## src/rtl/ptem_pkg.sv

```systemverilog
// Shared types and constants for the periodic threshold event monitor.
package ptem_pkg;

    localparam int NUM_SLOTS   = 6;
    localparam int SLOT_CAP    = 6;
    localparam int PERIOD_BITS = 16;
    localparam int COUNT_BITS  = 16;
    localparam int SAMPLE_BITS = 32;
    localparam int WORD_BITS   = 56;
    localparam int DATA_BITS   = 64;
    localparam int REG_IDX_BITS = $clog2(SLOT_CAP + 1);
    localparam int ADDR_BITS   = REG_IDX_BITS + 3;
    localparam int SLOT_IDX_BITS = $clog2(SLOT_CAP);

    localparam logic [COUNT_BITS-1:0] PERIOD_MASK =
        (PERIOD_BITS >= COUNT_BITS) ? {COUNT_BITS{1'b1}}
                                    : COUNT_BITS'((64'd1 << PERIOD_BITS) - 64'd1);
    localparam logic [COUNT_BITS-1:0] DEFAULT_MAX_DELAY = 16'd1000;

    localparam logic [REG_IDX_BITS-1:0] REG_MAX_DELAY = REG_IDX_BITS'(SLOT_CAP);

    typedef enum logic [1:0] {
        OP_LT  = 2'd0,
        OP_GT  = 2'd1,
        OP_EQ  = 2'd2,
        OP_BAD = 2'd3
    } op_t;

    typedef enum logic [1:0] {
        ACT_NONE     = 2'd0,
        ACT_INFO     = 2'd1,
        ACT_RESET    = 2'd2,
        ACT_POWEROFF = 2'd3
    } action_t;

    typedef enum logic [1:0] {
        CH_TEMP = 2'd0,
        CH_PH   = 2'd1,
        CH_PPM  = 2'd2,
        CH_NONE = 2'd3
    } channel_t;

    typedef struct packed {
        logic signed [SAMPLE_BITS-1:0] threshold;
        logic                          active;
        channel_t                      channel;
        action_t                       action;
        op_t                           op;
        logic [COUNT_BITS-1:0]         period;
    } slot_cfg_t;

    typedef struct packed {
        logic [SLOT_CAP-1:0]   en;
        logic [COUNT_BITS-1:0] period;
    } reload_t;

endpackage

```

## src/rtl/ptem_slot_eval.sv

```systemverilog
// One slot's countdown step and threshold compare for a check pass.
module ptem_slot_eval
    import ptem_pkg::*;
(
    input  slot_cfg_t                     cfg,
    input  logic [COUNT_BITS-1:0]         countdown,
    input  logic [COUNT_BITS-1:0]         elapsed,
    input  logic signed [SAMPLE_BITS-1:0] temp_sample,
    input  logic signed [SAMPLE_BITS-1:0] ph_sample,
    input  logic signed [SAMPLE_BITS-1:0] ppm_sample,
    output logic [COUNT_BITS-1:0]         count_next,
    output logic                          fired,
    output logic                          counted
);

    logic                          due;
    logic                          ch_ok;
    logic                          hit;
    logic signed [SAMPLE_BITS-1:0] sample;
    logic [COUNT_BITS-1:0]         dec;

    // saturating subtract of the elapsed time
    assign dec = (countdown > elapsed) ? countdown - elapsed : '0;
    assign due = (dec == '0);

    always_comb
    begin
        ch_ok = 1'b1;
        unique case (cfg.channel)
            CH_TEMP: sample = temp_sample;
            CH_PH:   sample = ph_sample;
            CH_PPM:  sample = ppm_sample;
            default:
            begin
                sample = '0;
                ch_ok  = 1'b0;
            end
        endcase
    end

    always_comb
    begin
        unique case (cfg.op)
            OP_LT:   hit = sample < cfg.threshold;
            OP_GT:   hit = sample > cfg.threshold;
            OP_EQ:   hit = sample == cfg.threshold;
            default: hit = 1'b0;
        endcase
    end

    always_comb
    begin
        if (!cfg.active)
        begin
            count_next = countdown;
        end
        else if (due)
        begin
            count_next = cfg.period;
        end
        else
        begin
            count_next = dec;
        end
    end

    assign fired   = cfg.active && due && (cfg.period != '0) && ch_ok && hit;
    assign counted = cfg.active && (count_next != '0);

endmodule

```

## config.mk

```make
export PLATFORM = sky130hd
export DESIGN_NAME = ptem_slot_eval
export DESIGN_NICKNAME = d
export VERILOG_FILES = /design/src/rtl/ptem_pkg.sv /design/src/rtl/ptem_slot_eval.sv
export SDC_FILE = /design/constraint.sdc
export NUM_CORES = 1
export LEC_CHECK = 0
export BUFFER_PORTS_ARGS = -buffer_cell sky130_fd_sc_hd__buf_2
export CORE_UTILIZATION = 30
export DETAILED_ROUTE_END_ITERATION = 12
export PLACE_DENSITY = 0.64
export SYNTH_ARGS = -nofsm -noshare
export SYNTH_HDL_FRONTEND = slang
export SYNTH_SLANG_ARGS = --single-unit
```

## constraint.sdc

```tcl
create_clock -name vclk -period 9.8
set_input_delay 0 -clock vclk [all_inputs]
set_output_delay 0 -clock vclk [all_outputs]
set_load 0.02 [all_outputs]
```

==> summary.md <==
| Metric | Value |
|---|---|
| Clock Power Share | 0 |
| Placeable core area | 9774 sq um |
| Cells resized by post-CTS repair | 0 |
| Via-per-instance ratio | 5.240 |
| CP endpoint kind | output port |
| Net switching component of the power | 0.1311 mW |
| Share of the clock period used by the worst path | 0.4031 |
| Fraction of layout instances using a drive strength above 1 | 0.3231 |
| Routed wire length | 11.14 mm |
| Dominant cell type by area after synthesis | sky130_fd_sc_hd__ha_1 |
| Cell internal power dissipation | 0.1018 mW |
| Detailed router's first-iteration violation count | 113 |
| Hold crit path type | input port to output port |
| DIE WIDTH | 102.3 um |
| Number of antenna violations at the first check in global routing | 0 |
| Max Cap Viol | 0 |
| Routability cong. | 0.9072 |
| Largest fanout on the critical path | 15 |
| Total grt overflow | 0 |
| Crit path required time | 9.80 ns |
| Number of hold-repair buffers added at the cts stage | 0 |
| Count of sequential standard cells | 0 |
| Post-Syn Area per Cell | 6.473 sq um |
| Worst IR drop on VDD | 0.03597 mV |
| Commonest cells in the netlist | 60 x sky130_fd_sc_hd__nand2_1, 56 x sky130_fd_sc_hd__inv_1, 48 x sky130_fd_sc_hd__ha_1, 48 x sky130_fd_sc_hd__o21ai_0, 35 x sky130_fd_sc_hd__a21oi_1 |
| Wire length of the first global-routing pass | 16.53 mm |
| Cell at the slowest stage of the critical path | sky130_fd_sc_hd__or4b_1 |
| Min-Delay Endpoint | count_next[3] |
| Part of the power in registers | 0 |
| Leakage power | 2.297 nW |
| Number of nets still failing antenna checks after routing | 0 |
| Hold path depth | 4 |
| Final Max Tran Viols | 0 |
| Critical path's largest stage delay | 0.59 ns |
| HPWL Detailed | 9.487 mm |
| Iteration count of the initial detailed-routing pass | 4 |
| Count of unresolved DRC violations after routing | 0 |
| Status | finished, final reports clean |
| Final antenna diode count | 0 |
| Total nets after synthesis | 698 |
| Overall die height | 102.3 um |
| Headroom to the max-slew limit | 0.6064 |
| Crit path buf inv count | 3 |
| Part of the power in combinational logic | 1.000 |
| Largest cells by area after synthesis | sky130_fd_sc_hd__ha_1 20%, sky130_fd_sc_hd__mux2i_1 11%, sky130_fd_sc_hd__o21ai_0 8.0% |
| Final number of hold-violating endpoints | 0 |
| Largest delay contributor family on the critical path | compound AO/OA/AOI/OAI gates |
| Total vias in the final route | 4103 |
| Post-CTS setup buffer count | 0 |
| P per Cell Area | 56.42 nW/um^2 |
| WP data arrival | 3.95 ns |
| Total of buffers placed on input and output ports | 199 |
| Maximum number of pins on one net before global-route repair | 35 |
| Crit Path Category | input port to output port |
| Starting utilization of the core area | 0.3086 |
| Unique cell type count in the Yosys netlist | 53 |
| Actual transition at the worst max-transition pin | 0.5905 ns |
| Timing-limited maximum frequency | 253.1 MHz |
| Number of global-route vias before repair | 3677 |
| Tot GR Track Use | 0.1949 |
| Total of fill cells in the finished design | 1077 |
| Post-synthesis instance total | 466 |
| Cell Area, Synth | 3017 sq um |
| Worst path cell trace | buf_2 -> inv_1 -> ha_1 -> fa_1 -> nor2b_1 -> o31a_2 -> o22ai_1 -> o21a_1 -> xnor2_1 -> nor4_1 -> a41o_1 -> a22oi_1 -> o22ai_1 -> or4b_1 -> o41a_1 -> buf_2 |
| Utilization of the core after routing | 0.4223 |
| Top-area cell type share of the netlist area | 0.1991 |
| Post-synthesis sequential area ratio | 0 |
| Sw Ratio | 0.5629 |
| Total die area | 10460 sq um |
| I/O pins | 201 |
| Setup-failing EPs final | 0 |
| Startpoint of the most critical hold path | countdown[3] |
| Post-route minimum period | 3.950 ns |
| Multi-input gate area | 2733 sq um |
| Number of clock buffers in the layout | 0 |
| Number of placement rows | 36 |
| Seq. cell area | 0 sq um |
| Worst hold slack | 0.3838 ns |
| Critical path launch point type | input port |
| Total negative slack | 0 ns |
| Routed wire length per instance | 14.23 um |
| Setup repair after global routing missed its margin | false |
| Area delta synth->final | 36.83% |
| Number of nets at the end of the flow | 884 |
| Yosys warning count | 0 |
| Most frequent cell after synthesis | sky130_fd_sc_hd__nand2_1 |
[power by group through the flow]
stage / Sequential [mW] / Combinational, mW / Clock (mW)
finish: 0 / 0.233 / 0
global route: 0 / 0.258 / 0
CTS: 0 / 0.232 / 0
detailed placement: 0 / 0.231 / 0
global placement: 0 / 0.227 / 0
floorplan: 0 / 0.149 / 0
[layer usage]
layer	routed length (um)	part of all wire	global-route usage	vias to the layer above
met3	892	0.080	0.01300	12
met2	5529	0.50	0.3841	198
met5	0	0	0	-
met1	4578	0.41	0.2316	1837
met4	139	0.012	0.02967	0
li1	-	-	-	2056
[cell families (layout without fill, tap and decap cells)]
group	Yosys count	in the layout	share of synthesized area
mux	34	34	0.1128
buf+inv	74	258	0.09498
xor+xnor	10	10	0.03153
compound gates	145	145	0.3040
fa+ha+maj	49	49	0.2057
simple gates	154	154	0.2509
[area by class of cell]
type	count	share of cell area
Inverter	56	0.05092
Multi-Input combinational cell	392	0.6620
Tap cell	133	0.04032
Timing Repair Buffer	202	0.2467
[cells in the final DEF, fill, tap and decap left out, drive strengths merged, types with 2 or more instances in the layout]
| cell type | netlist | layout |
|---|---|---|
| a211o | 4 | 4 |
| a2111o | 2 | 2 |
| o21a | 10 | 10 |
| a22oi | 4 | 4 |
| o21bai | 2 | 2 |
| nor3b | 2 | 2 |
| o211ai | 5 | 5 |
| or4 | 4 | 4 |
| o2111ai | 2 | 2 |
| buf | 5 | 202 |
| nand4 | 13 | 13 |
| nor4 | 8 | 8 |
| and4 | 3 | 3 |
| nand3b | 4 | 4 |
| inv | 56 | 56 |
| ha | 48 | 48 |
| o21ai | 49 | 49 |
| nand3 | 9 | 9 |
| a221oi | 2 | 2 |
| nand2 | 60 | 60 |
| nor3 | 3 | 3 |
| xor2 | 4 | 4 |
| nand2b | 5 | 5 |
| a21oi | 35 | 35 |
| xnor2 | 6 | 6 |
| o22ai | 5 | 5 |
| nor2b | 7 | 7 |
| nor2 | 31 | 31 |
| a21o | 14 | 14 |
| o31a | 3 | 3 |
| and2 | 2 | 2 |
| mux2i | 34 | 34 |
[how the worst max path moves through the flow]
stage                 startpoint       to  slack, ns  cells past startpoint
global placement    countdown[0]  counted       5.88                     16
finish              countdown[0]  counted       5.85                     16
global route        countdown[6]  counted       5.59                     14
floorplan           countdown[0]  counted       6.43                     15
detailed placement  countdown[0]  counted       5.89                     16
CTS                 countdown[0]  counted       5.88                     16
[through the flow]
step / instances / power, mW / setup WS (ns) / cell area, sq um
finish: 783 / 0.2329 / 5.850 / 4128
global route: 783 / 0.2578 / 5.589 / 4128
CTS: 783 / 0.2321 / 5.878 / 4128
detailed placement: 783 / 0.2309 / 5.895 / 4128
global placement: 783 / 0.2269 / 5.885 / 4128
floorplan: 466 / 0.1492 / 6.429 / 3017
Note: power is estimated with default switching activity, not from simulation.
