**src/rtl/ptem_pkg.sv**
```systemverilog
// Shared types and constants for the periodic threshold event monitor.
package ptem_pkg;

    localparam int NUM_SLOTS   = 6;
    localparam int SLOT_CAP    = 6;
    localparam int PERIOD_BITS = 16;
    localparam int COUNT_BITS  = 16;
    localparam int SAMPLE_BITS = 32;
    localparam int WORD_BITS   = 56;
    localparam int DATA_BITS   = 64;
    localparam int REG_IDX_BITS = $clog2(SLOT_CAP + 1);
    localparam int ADDR_BITS   = REG_IDX_BITS + 3;
    localparam int SLOT_IDX_BITS = $clog2(SLOT_CAP);

    localparam logic [COUNT_BITS-1:0] PERIOD_MASK =
        (PERIOD_BITS >= COUNT_BITS) ? {COUNT_BITS{1'b1}}
                                    : COUNT_BITS'((64'd1 << PERIOD_BITS) - 64'd1);
    localparam logic [COUNT_BITS-1:0] DEFAULT_MAX_DELAY = 16'd1000;

    localparam logic [REG_IDX_BITS-1:0] REG_MAX_DELAY = REG_IDX_BITS'(SLOT_CAP);

    typedef enum logic [1:0] {
        OP_LT  = 2'd0,
        OP_GT  = 2'd1,
        OP_EQ  = 2'd2,
        OP_BAD = 2'd3
    } op_t;

    typedef enum logic [1:0] {
        ACT_NONE     = 2'd0,
        ACT_INFO     = 2'd1,
        ACT_RESET    = 2'd2,
        ACT_POWEROFF = 2'd3
    } action_t;

    typedef enum logic [1:0] {
        CH_TEMP = 2'd0,
        CH_PH   = 2'd1,
        CH_PPM  = 2'd2,
        CH_NONE = 2'd3
    } channel_t;

    typedef struct packed {
        logic signed [SAMPLE_BITS-1:0] threshold;
        logic                          active;
        channel_t                      channel;
        action_t                       action;
        op_t                           op;
        logic [COUNT_BITS-1:0]         period;
    } slot_cfg_t;

    typedef struct packed {
        logic [SLOT_CAP-1:0]   en;
        logic [COUNT_BITS-1:0] period;
    } reload_t;

endpackage

```
**src/rtl/ptem_cfg_regs.sv**
```systemverilog
// APB register file holding the slot words and max_delay.
module ptem_cfg_regs
    import ptem_pkg::*;
(
    input  logic                  clk,
    input  logic                  rst_n,
    input  logic                  psel,
    input  logic                  penable,
    input  logic                  pwrite,
    input  logic [ADDR_BITS-1:0]  paddr,
    input  logic [DATA_BITS-1:0]  pwdata,
    output logic [DATA_BITS-1:0]  prdata,
    output logic                  pready,
    output slot_cfg_t             slot_cfg [SLOT_CAP],
    output logic [COUNT_BITS-1:0] max_delay,
    output reload_t               reload
);

    logic [WORD_BITS-1:0]    slot_word_reg [SLOT_CAP];
    logic [COUNT_BITS-1:0]   max_delay_reg;
    logic                    wr;
    logic [REG_IDX_BITS-1:0] idx;

    assign pready = 1'b1;
    assign wr     = psel && penable && pwrite;
    assign idx    = paddr[ADDR_BITS-1:3];

    always_ff @(posedge clk or negedge rst_n)
    begin
        if (!rst_n)
        begin
            for (int i = 0; i < SLOT_CAP; i++)
            begin
                slot_word_reg[i] <= '0;
            end
            max_delay_reg <= DEFAULT_MAX_DELAY;
        end
        else if (wr)
        begin
            for (int i = 0; i < SLOT_CAP; i++)
            begin
                if (idx == REG_IDX_BITS'(i))
                begin
                    slot_word_reg[i] <= pwdata[WORD_BITS-1:0];
                end
            end
            if (idx == REG_MAX_DELAY)
            begin
                max_delay_reg <= pwdata[COUNT_BITS-1:0];
            end
        end
    end

    always_comb
    begin
        priority if (idx < REG_MAX_DELAY)
        begin
            prdata = DATA_BITS'(slot_word_reg[idx[SLOT_IDX_BITS-1:0]]);
        end
        else if (idx == REG_MAX_DELAY)
        begin
            prdata = DATA_BITS'(max_delay_reg);
        end
        else
        begin
            prdata = '0;
        end
    end

    always_comb
    begin
        for (int i = 0; i < SLOT_CAP; i++)
        begin
            slot_cfg[i].period    = slot_word_reg[i][15:0] & PERIOD_MASK;
            slot_cfg[i].op        = op_t'(slot_word_reg[i][17:16]);
            slot_cfg[i].action    = action_t'(slot_word_reg[i][19:18]);
            slot_cfg[i].channel   = channel_t'(slot_word_reg[i][21:20]);
            // slots past NUM_SLOTS keep their word but stay dormant
            slot_cfg[i].active    = slot_word_reg[i][22] && (i < NUM_SLOTS);
            slot_cfg[i].threshold = signed'(slot_word_reg[i][55:24]);
            reload.en[i]          = wr && (idx == REG_IDX_BITS'(i));
        end
        reload.period = pwdata[15:0] & PERIOD_MASK;
    end

    assign max_delay = max_delay_reg;

endmodule

```
**config.mk**
```make
export PLATFORM = sky130hd
export DESIGN_NAME = ptem_cfg_regs
export DESIGN_NICKNAME = d
export VERILOG_FILES = /design/src/rtl/ptem_pkg.sv /design/src/rtl/ptem_cfg_regs.sv
export SDC_FILE = /design/constraint.sdc
export NUM_CORES = 1
export LEC_CHECK = 0
export BUFFER_PORTS_ARGS = -buffer_cell sky130_fd_sc_hd__buf_2
export CORE_AREA = 2 2 200 202
export DETAILED_ROUTE_END_ITERATION = 16
export DIE_AREA = 0 0 202 204
export PLACE_DENSITY = 0.8
export SETUP_SLACK_MARGIN = 0.02
export SLEW_MARGIN = 20
export SYNTH_ARGS = -nofsm -noshare
export SYNTH_HDL_FRONTEND = slang
export SYNTH_SLANG_ARGS = --single-unit
```
**constraint.sdc**
```tcl
create_clock -name clk -period 3.2 [get_ports clk]
set_clock_uncertainty 0.2 [all_clocks]
set_input_delay 0 -clock clk [delete_from_list [all_inputs] [get_ports clk]]
set_output_delay 0 -clock clk [all_outputs]
set_load 0.02 [all_outputs]
```
==> results of run 1 <==
[logic make-up (layout without fill, tap and decap cells)]
family | after synthesis | after routing
DFF | 352 | 352
buffers and inverters | 435 | 641
and+or+nand+nor | 36 | 36
muxes | 519 | 519
AOI/OAI and AO/OA | 125 | 125
other | 2 | 9
[layout by cell type (no fill, tap or decap), types with 3 or more instances in the layout]
cell	synthesis	routed
sky130_fd_sc_hd__conb_1	2	9
sky130_fd_sc_hd__a31oi_1	3	3
sky130_fd_sc_hd__o22ai_1	16	16
sky130_fd_sc_hd__nor2_4	0	4
sky130_fd_sc_hd__mux2i_1	135	135
sky130_fd_sc_hd__clkbuf_16	0	38
sky130_fd_sc_hd__o21ai_0	40	40
sky130_fd_sc_hd__mux2_2	355	355
sky130_fd_sc_hd__buf_2	35	484
sky130_fd_sc_hd__o22a_1	40	40
sky130_fd_sc_hd__clkinv_2	0	9
sky130_fd_sc_hd__a21oi_1	25	25
sky130_fd_sc_hd__or2_2	16	16
sky130_fd_sc_hd__buf_4	375	18
sky130_fd_sc_hd__nand2_1	4	4
sky130_fd_sc_hd__clkbuf_1	13	9
sky130_fd_sc_hd__dfstp_2	6	6
sky130_fd_sc_hd__buf_12	0	11
sky130_fd_sc_hd__dfrtp_1	346	346
sky130_fd_sc_hd__dlygate4sd3_1	0	58
sky130_fd_sc_hd__mux2_4	29	29
sky130_fd_sc_hd__clkbuf_8	0	6
[worst paths after layout]
kind	from	endpoint	slack, ps	cells after the start
min	penable	slot_cfg[281]$_DFFE_PN0P_	30	4
min in group asynchronous	rst_n	slot_cfg[220]$_DFFE_PN0P_	440	3
max reg2reg	slot_cfg[237]$_DFFE_PN0P_	slot_cfg[237]$_DFFE_PN0P_	2170	1
max	paddr[3]	prdata[46]	1050	6
max in group asynchronous	rst_n	slot_cfg[153]$_DFFE_PN0P_	1390	5
min reg2reg	slot_word_reg[135]$_DFFE_PN0P_	slot_word_reg[135]$_DFFE_PN0P_	310	1
[per-layer routing]
layer  routed length (µm)  share of wire  global-route usage  vias up
met5                    0              0                   0        -
met4                 1540          0.030              0.0861        0
met3                 3790          0.075              0.0686      114
met2                25600           0.51               0.415      517
met1                19700           0.39               0.288     6216
li1                     -              -                   -     5161
[per-stage QoR]
stage	instance area (µm²)	hold slack [ps]	total power [mW]	setup WS, ps	std cells
5_1_grt	20900	13.8	15.2	954	2207
3_3_place_gp	19200	-62.4	10.2	999	2083
6_report	20900	26.8	14.6	1050	2207
4_1_cts	20900	1.87	14.7	1000	2207
2_1_floorplan	18800	-496	9.79	1660	1476
3_5_place_dp	19200	-55.5	10.4	932	2083
[final cells by class]
cell class	instances	area, µm²
Fill cell	3242	18300
Inverter	2	7.51
Multi-Input combinational cell	689	6890
Clock inverter	13	109
Sequential cell	352	8820
Tap cell	525	657
Clock buffer	53	1070
Timing Repair Buffer	573	3380
[what timing repair did]
action,CTS,global route
buffers inserted,0,0
endpoints found under the hold margin,694,0
hold buffers,58,0
gates resized for setup,0,0
[tightest hold or removal path, delay by kind of cell]
kind | cells | cell delay, ps
multiplexers | 1 | 190
buffers and inverters | 1 | 120
AND/OR/NAND/NOR | 2 | 430
[where the power goes]
group | total (mW) | leakage, nW | internal [mW] | switching (mW)
combinational | 4.35 | 5.59 | 1.77 | 2.57
clock | 4.19 | 0.587 | 2.41 | 1.77
sequential | 6.04 | 4.49 | 5.34 | 0.702
==> key figures, run 1 <==
Setup path
  – Critical-path cell list: buf_4, buf_4, mux2i_1, o22a_1, o21ai_0, buf_2
  – CP bufs+invs: 3
  – Critical path's top delay family: buffers and inverters
  – Largest fanout on the critical path: between 40 and 50
  – Kind of end point of the critical path: output pin
  – Largest stage delay on the critical path: 590 ps
  – Required time reported for the critical path endpoint: ~3000 ps
  – Data arrival time of the worst path: approximately 2000 ps
  – Slowest CP cell: sky130_fd_sc_hd__buf_4
  – Most used cell along the critical path: sky130_fd_sc_hd__buf_4
  – Critical setup path kind: in2out
  – Startpoint types: input port

Routing
  – Via/cell ratio: 5.44
  – Number of DRC markers after the initial detailed-route iteration: ~700
  – Wirelength, routed: ~51000 µm
  – DRC viols: 0
  – Routed vias: roughly 12000
  – Detailed-router iteration count before antenna repair: 5
  – Number of nets with antenna violations after routing: 0
  – DR WL/cell: 22.9 µm

Clocking
  – CTS tree: built
  – Number of buffers created by CTS: 38
  – Number of sinks on the clock net: around 350
  – Clk_lat worst skew: roughly 540 ps
  – Root Buffer: sky130_fd_sc_hd__clkbuf_16
  – CTS max path bufs: 3
  – Clock transition time at the flip-flop clock pins of the worst setup and hold paths: around 60 ps
  – Number of H-tree levels: 2

Power
  – Pwr dens: between 600 and 700 mW/mm²
  – Leak Pwr: 10.7 nW
  – Peak supply drop: a little under 0.5 mV

STA
  – Headroom to the max-slew limit: 0.385
  – Highest attainable clock frequency: 465 MHz
  – Setup total negative slack: 0 ps
  – Slew at the pin with the worst max-slew slack: approximately 920 ps
  – Period Utilization, post-route: 0.672
  – Hold violation count in the final report: 0
  – Setup-failing EPs final: 0
  – Post-route minimum period: around 2200 ps
  – Final-report max-slew violation count: 0
  – Unrepaired setup endpoints after global routing: no

Die
  – Placeable core area: slightly below 0.04 mm²
  – I/O pin cnt: 508
  – Number of core rows: 73
  – DIE HEIGHT: 204 µm
  – Width of the chip: 202 µm
  – Die area: between 0.04 and 0.05 mm²
  – Starting utilization of the core area: 0.479

GRT
  – Remaining global-route overflow: 0
  – Aggregate global-route resource usage: 0.241
  – Pin count of the biggest net entering global routing: 109
  – Initial antenna violation count: 0
  – Vias in the first global route: 12700
  – Global-route wire length before repair: approximately 77000 µm

Synthesis
  – Largest family of logic cells by synthesized area: multiplexers
  – Post-synthesis sequential element count: between 300 and 400
  – Top post-synthesis cells by area: sky130_fd_sc_hd__dfrtp_1, sky130_fd_sc_hd__mux2_2, sky130_fd_sc_hd__buf_4
  – Seq/Total Area, Yosys: 0.470
  – Synth Area in Adders: 0
  – Area fraction in and, or, nand and nor cells after synthesis: 0.0123
  – Count of distinct cell types in the synthesized netlist: 29
  – Most instantiated cells after synthesis: sky130_fd_sc_hd__buf_4, sky130_fd_sc_hd__mux2_2, sky130_fd_sc_hd__dfrtp_1, sky130_fd_sc_hd__mux2i_1
  – Share of Yosys cell area claimed by the top area cell type: 0.462
  – Top-count cell post-synth: sky130_fd_sc_hd__buf_4
  – Cell area after synthesis: 0.0188 mm²
  – Cell type contributing the most total cell area after synthesis: sky130_fd_sc_hd__dfrtp_1
  – Cells after Synth: 1469
  – Number of synthesized flops with an enable pin: 0
  – Mapped Avg Cell Area: 12.8 µm²
  – Complex-gate fraction of the synthesized area: 0.0428
  – Mux contribution to synthesized area: 0.308
  – Number of warnings issued by yosys: 0
  – Top flip-flop cell by instance count after synthesis: sky130_fd_sc_hd__dfrtp_1
  – Ys async rst share: 1.00
  – Xor/xnor share of the synthesized area: 0

Min path
  – Class of the tightest hold or removal check: in2reg

Layout
  – Share of layout cells above drive strength 1: 0.587
  – Number of antenna repair diodes: 0
  – Area growth, synth to finish: 11.6%
  – End-of-flow core utilization: 0.534
  – Number of flip-flops under the largest register name: 330
  – Number of nets in the finished design: 1731

Job
  – Max-cap check violation count: 0

Placed design
  – Final weighted congestion in routability-driven placement: 0.846
  – # port buffers: between 400 and 500
  – Half-perimeter wire length after detailed placement: ~33000 µm

Status
  – Result of the run: complete, no violations
No activity file was read; power rests on OpenSTA's default activity.
==> run 2: changes to the inputs <==
Settings changed: ABC_AREA set to 1, CORE_AREA 2 2 200 202 to 2 2 196 198, DIE_AREA 0 0 202 204 to 0 0 198 200, PLACE_DENSITY 0.8 to 0.83.
Clock period 3.2 ns to 2.2 ns, I/O delays scaled along.
==> run 2 against run 1 <==
Against the previous run: register-to-register slack worse by 1000 ps; cell area up 1.6%; sequential share of layout area is 0.67 points lower; largest power group unchanged; highest routed layer unchanged.
==> key figures, run 2 <==
Status
  – Result of the run: complete, no violations

GRT
  – Vias in the first global route: 16500
  – Global-route wire length before repair: just over 90000 µm
  – Initial antenna violation count: 1
  – Pin count of the biggest net entering global routing: ~110
  – Remaining global-route overflow: 0
  – Aggregate global-route resource usage: 0.303

Setup path
  – Depth of the most critical reg-to-reg path: 2
  – Startpoint types: input port
  – Slowest CP cell: sky130_fd_sc_hd__dlygate4sd3_1
  – Data arrival time of the worst path: 2380 ps
  – Critical path's top delay family: buffers and inverters
  – Reg-to-reg slack, setup: between 1000 and 1500 ps
  – Kind of end point of the critical path: register
  – Most used cell along the critical path: sky130_fd_sc_hd__dlygate4sd3_1
  – Largest stage delay on the critical path: approximately 670 ps
  – R2r endpoint: slot_cfg[91]$_DFFE_PN0P_
  – Critical-path cell list: buf_2, nand3_4, dlygate4sd3_1, nor3_4, buf_12, nand2_1, dlygate4sd3_1, o21ai_0
  – Startpoint of the worst register-to-register path: slot_cfg[91]$_DFFE_PN0P_
  – Largest fanout on the critical path: 113
  – Critical setup path kind: in2reg
  – CP bufs+invs: 4
  – Required time reported for the critical path endpoint: 2450 ps

STA
  – Final-report max-slew violation count: 0
  – Setup total negative slack: 0 ps
  – Worst Setup Slack, final: ~71 ps
  – Setup-failing EPs final: 0
  – Highest attainable clock frequency: 470 MHz
  – Headroom to the max-slew limit: 0.420
  – Period Utilization, post-route: 0.968
  – Unrepaired setup endpoints after global routing: no
  – Post-route minimum period: 2130 ps
  – Hold violation count in the final report: 0
  – Slew at the pin with the worst max-slew slack: about 870 ps

Layout
  – Register cell area after layout: 0.00882 mm²
  – Share of layout cells above drive strength 1: 0.232
  – Area used by multi-input combinational logic: roughly 0.006 mm²
  – Area growth, synth to finish: 12.7%
  – Most frequent standard cell in the layout excluding fill and tap cells: sky130_fd_sc_hd__nand2_1
  – Number of flip-flops under the largest register name: 330
  – Most used cells in the layout excluding fill and tap cells: sky130_fd_sc_hd__nand2_1, sky130_fd_sc_hd__buf_2, sky130_fd_sc_hd__dfrtp_1
  – Total of fill cells in the finished design: 3184
  – Number of nets in the finished design: roughly 2700

Synthesis
  – Cell area after synthesis: ~0.019 mm²
  – Seq/Total Area, Yosys: 0.467
  – Top post-synthesis cells by area: sky130_fd_sc_hd__dfrtp_1, sky130_fd_sc_hd__nand2_1, sky130_fd_sc_hd__buf_4
  – Share of Yosys cell area claimed by the top area cell type: 0.459
  – Most instantiated cells after synthesis: sky130_fd_sc_hd__nand2_1, sky130_fd_sc_hd__buf_4, sky130_fd_sc_hd__dfrtp_1, sky130_fd_sc_hd__inv_1, sky130_fd_sc_hd__o21ai_0
  – Number of synthesized flops with an enable pin: 0
  – Count of distinct cell types in the synthesized netlist: 21
  – Cells after Synth: about 2500
  – Top flip-flop cell by instance count after synthesis: sky130_fd_sc_hd__dfrtp_1
  – Cell type contributing the most total cell area after synthesis: sky130_fd_sc_hd__dfrtp_1
  – Top-count cell post-synth: sky130_fd_sc_hd__nand2_1
  – Ys async rst share: 1.00
  – Post-synthesis sequential element count: roughly 350
  – Mapped Avg Cell Area: approximately 7.7 µm²
  – Number of warnings issued by yosys: 0

Clocking
  – CTS max path bufs: 3
  – Post-CTS Setup Repair Bufs: 0
  – Number of H-tree levels: 2
  – Number of buffers created by CTS: 39
  – Number of sinks on the clock net: approximately 350
  – Root Buffer: sky130_fd_sc_hd__clkbuf_16
  – CTS tree: built
  – Clk_lat worst skew: approximately 540 ps
  – Clock transition time at the flip-flop clock pins of the worst setup and hold paths: ~60 ps

Die
  – DIE HEIGHT: roughly 200 µm
  – Placeable core area: around 0.037 mm²
  – Width of the chip: approximately 200 µm
  – I/O pin cnt: approximately 510
  – Starting utilization of the core area: 0.505
  – Die area: 0.0396 mm²
  – Number of core rows: 71

Routing
  – DR WL/cell: 19.1 µm
  – Detailed-router iteration count before antenna repair: 6
  – Number of DRC markers after the initial detailed-route iteration: between 1000 and 1500
  – Routed vias: 16800
  – Via/cell ratio: roughly 5.3
  – Number of nets with antenna violations after routing: 0
  – DRC viols: 0
  – Wirelength, routed: 60500 µm

Min path
  – Hold depth: 5
  – Class of the tightest hold or removal check: in2reg
  – Hold wc startpoint: paddr[5]
  – Hold path endpoint: slot_cfg[178]$_DFFE_PN0P_

Placed design
  – # port buffers: around 500
  – Worst setup timing slack at the placement stage: between 300 and 400 ps
  – Final weighted congestion in routability-driven placement: 0.867
  – Half-perimeter wire length after detailed placement: 39100 µm

Power
  – Pwr dens: about 1000 mW/mm²
  – Leak Pwr: ~12 nW
  – Peak supply drop: 0.806 mV

Job
  – Max-cap check violation count: 0
[run 2: changes by cell type after synthesis, sizes merged, moves of 24 or more]
cell / delta
nand2: +865
inv: +229
clkbuf: +36
o21ai: +331
nand3: +64
nor2: +27
o22a: -40
o22ai: +24
mux2: -384
a21oi: -25
mux2i: -135
[run 2: through the flow]
stage	power, mW	util	cell area [µm²]	hold slack (ps)	instances
after detailed placement	15.4	0.513	19200	-170	3015
after global routing	23.3	0.569	21300	45.9	3161
after CTS	22.2	0.568	21200	7.25	3160
after floorplan	14.5	-	18900	-496	2457
final	22.3	0.569	21300	46.0	3161
after global placement	15.2	0.513	19200	-173	3015
[run 2: worst reg2reg max path: stages (launching register included)]
cell	delay [ps]
sky130_fd_sc_hd__dfrtp_1	390
sky130_fd_sc_hd__inv_1	210
sky130_fd_sc_hd__o21ai_1	110
[run 2: kinds of logic after synthesis]
kind of cell / Yosys count / synth area share
AO/OA/AOI/OAI: 411 / 0.112
buffers and inverters: 716 / 0.221
flip-flops: 352 / 0.467
other: 2 / 0.000398
AND/OR/NAND/NOR: 969 / 0.200
[run 2: worst max-delay path by stage]
stage,from,cells after the start,endpoint
finish,pwrite,8,slot_cfg[301]$_DFFE_PN0P_
CTS,paddr[3],9,prdata[5]
detailed placement,paddr[3],6,slot_cfg[56]$_DFFE_PN0P_
global placement,paddr[4],9,prdata[5]
floorplan,paddr[4],9,prdata[15]
global route,pwrite,8,slot_cfg[301]$_DFFE_PN0P_
[run 2: final cells by class]
class / instances / share of cell area
well taps: 511 / 0.0301
inverters: 231 / 0.0409
flip-flops and latches: 352 / 0.414
multi-input cells: 1389 / 0.280
clock inverters: 13 / 0.00694
diodes: 1 / 0.000118
clock buffers: 57 / 0.0543
repair buffers: 607 / 0.173
[run 2: per-layer routing]
metal | GRT usage | vias up | part of all wire
met5 | 0 | - | 0
met4 | 0.165 | 0 | 0.058
met3 | 0.0897 | 221 | 0.12
met2 | 0.481 | 1085 | 0.46
met1 | 0.373 | 7898 | 0.37
li1 | - | 7576 | -
[run 2: power by group]
| group | internal [mW] | switching, mW | total (mW) |
|---|---|---|---|
| Sequential | 7.86 | 1.09 | 8.95 |
| Clock | 4.01 | 2.69 | 6.69 |
| Combinational | 2.10 | 4.56 | 6.66 |
[run 2: repair_timing]
item | in CTS | in global routing
resized for setup | 0 | 6
hold buffers | 75 | 0
endpoints found under the hold margin | 704 | 0
setup endpoints to repair | 0 | 8
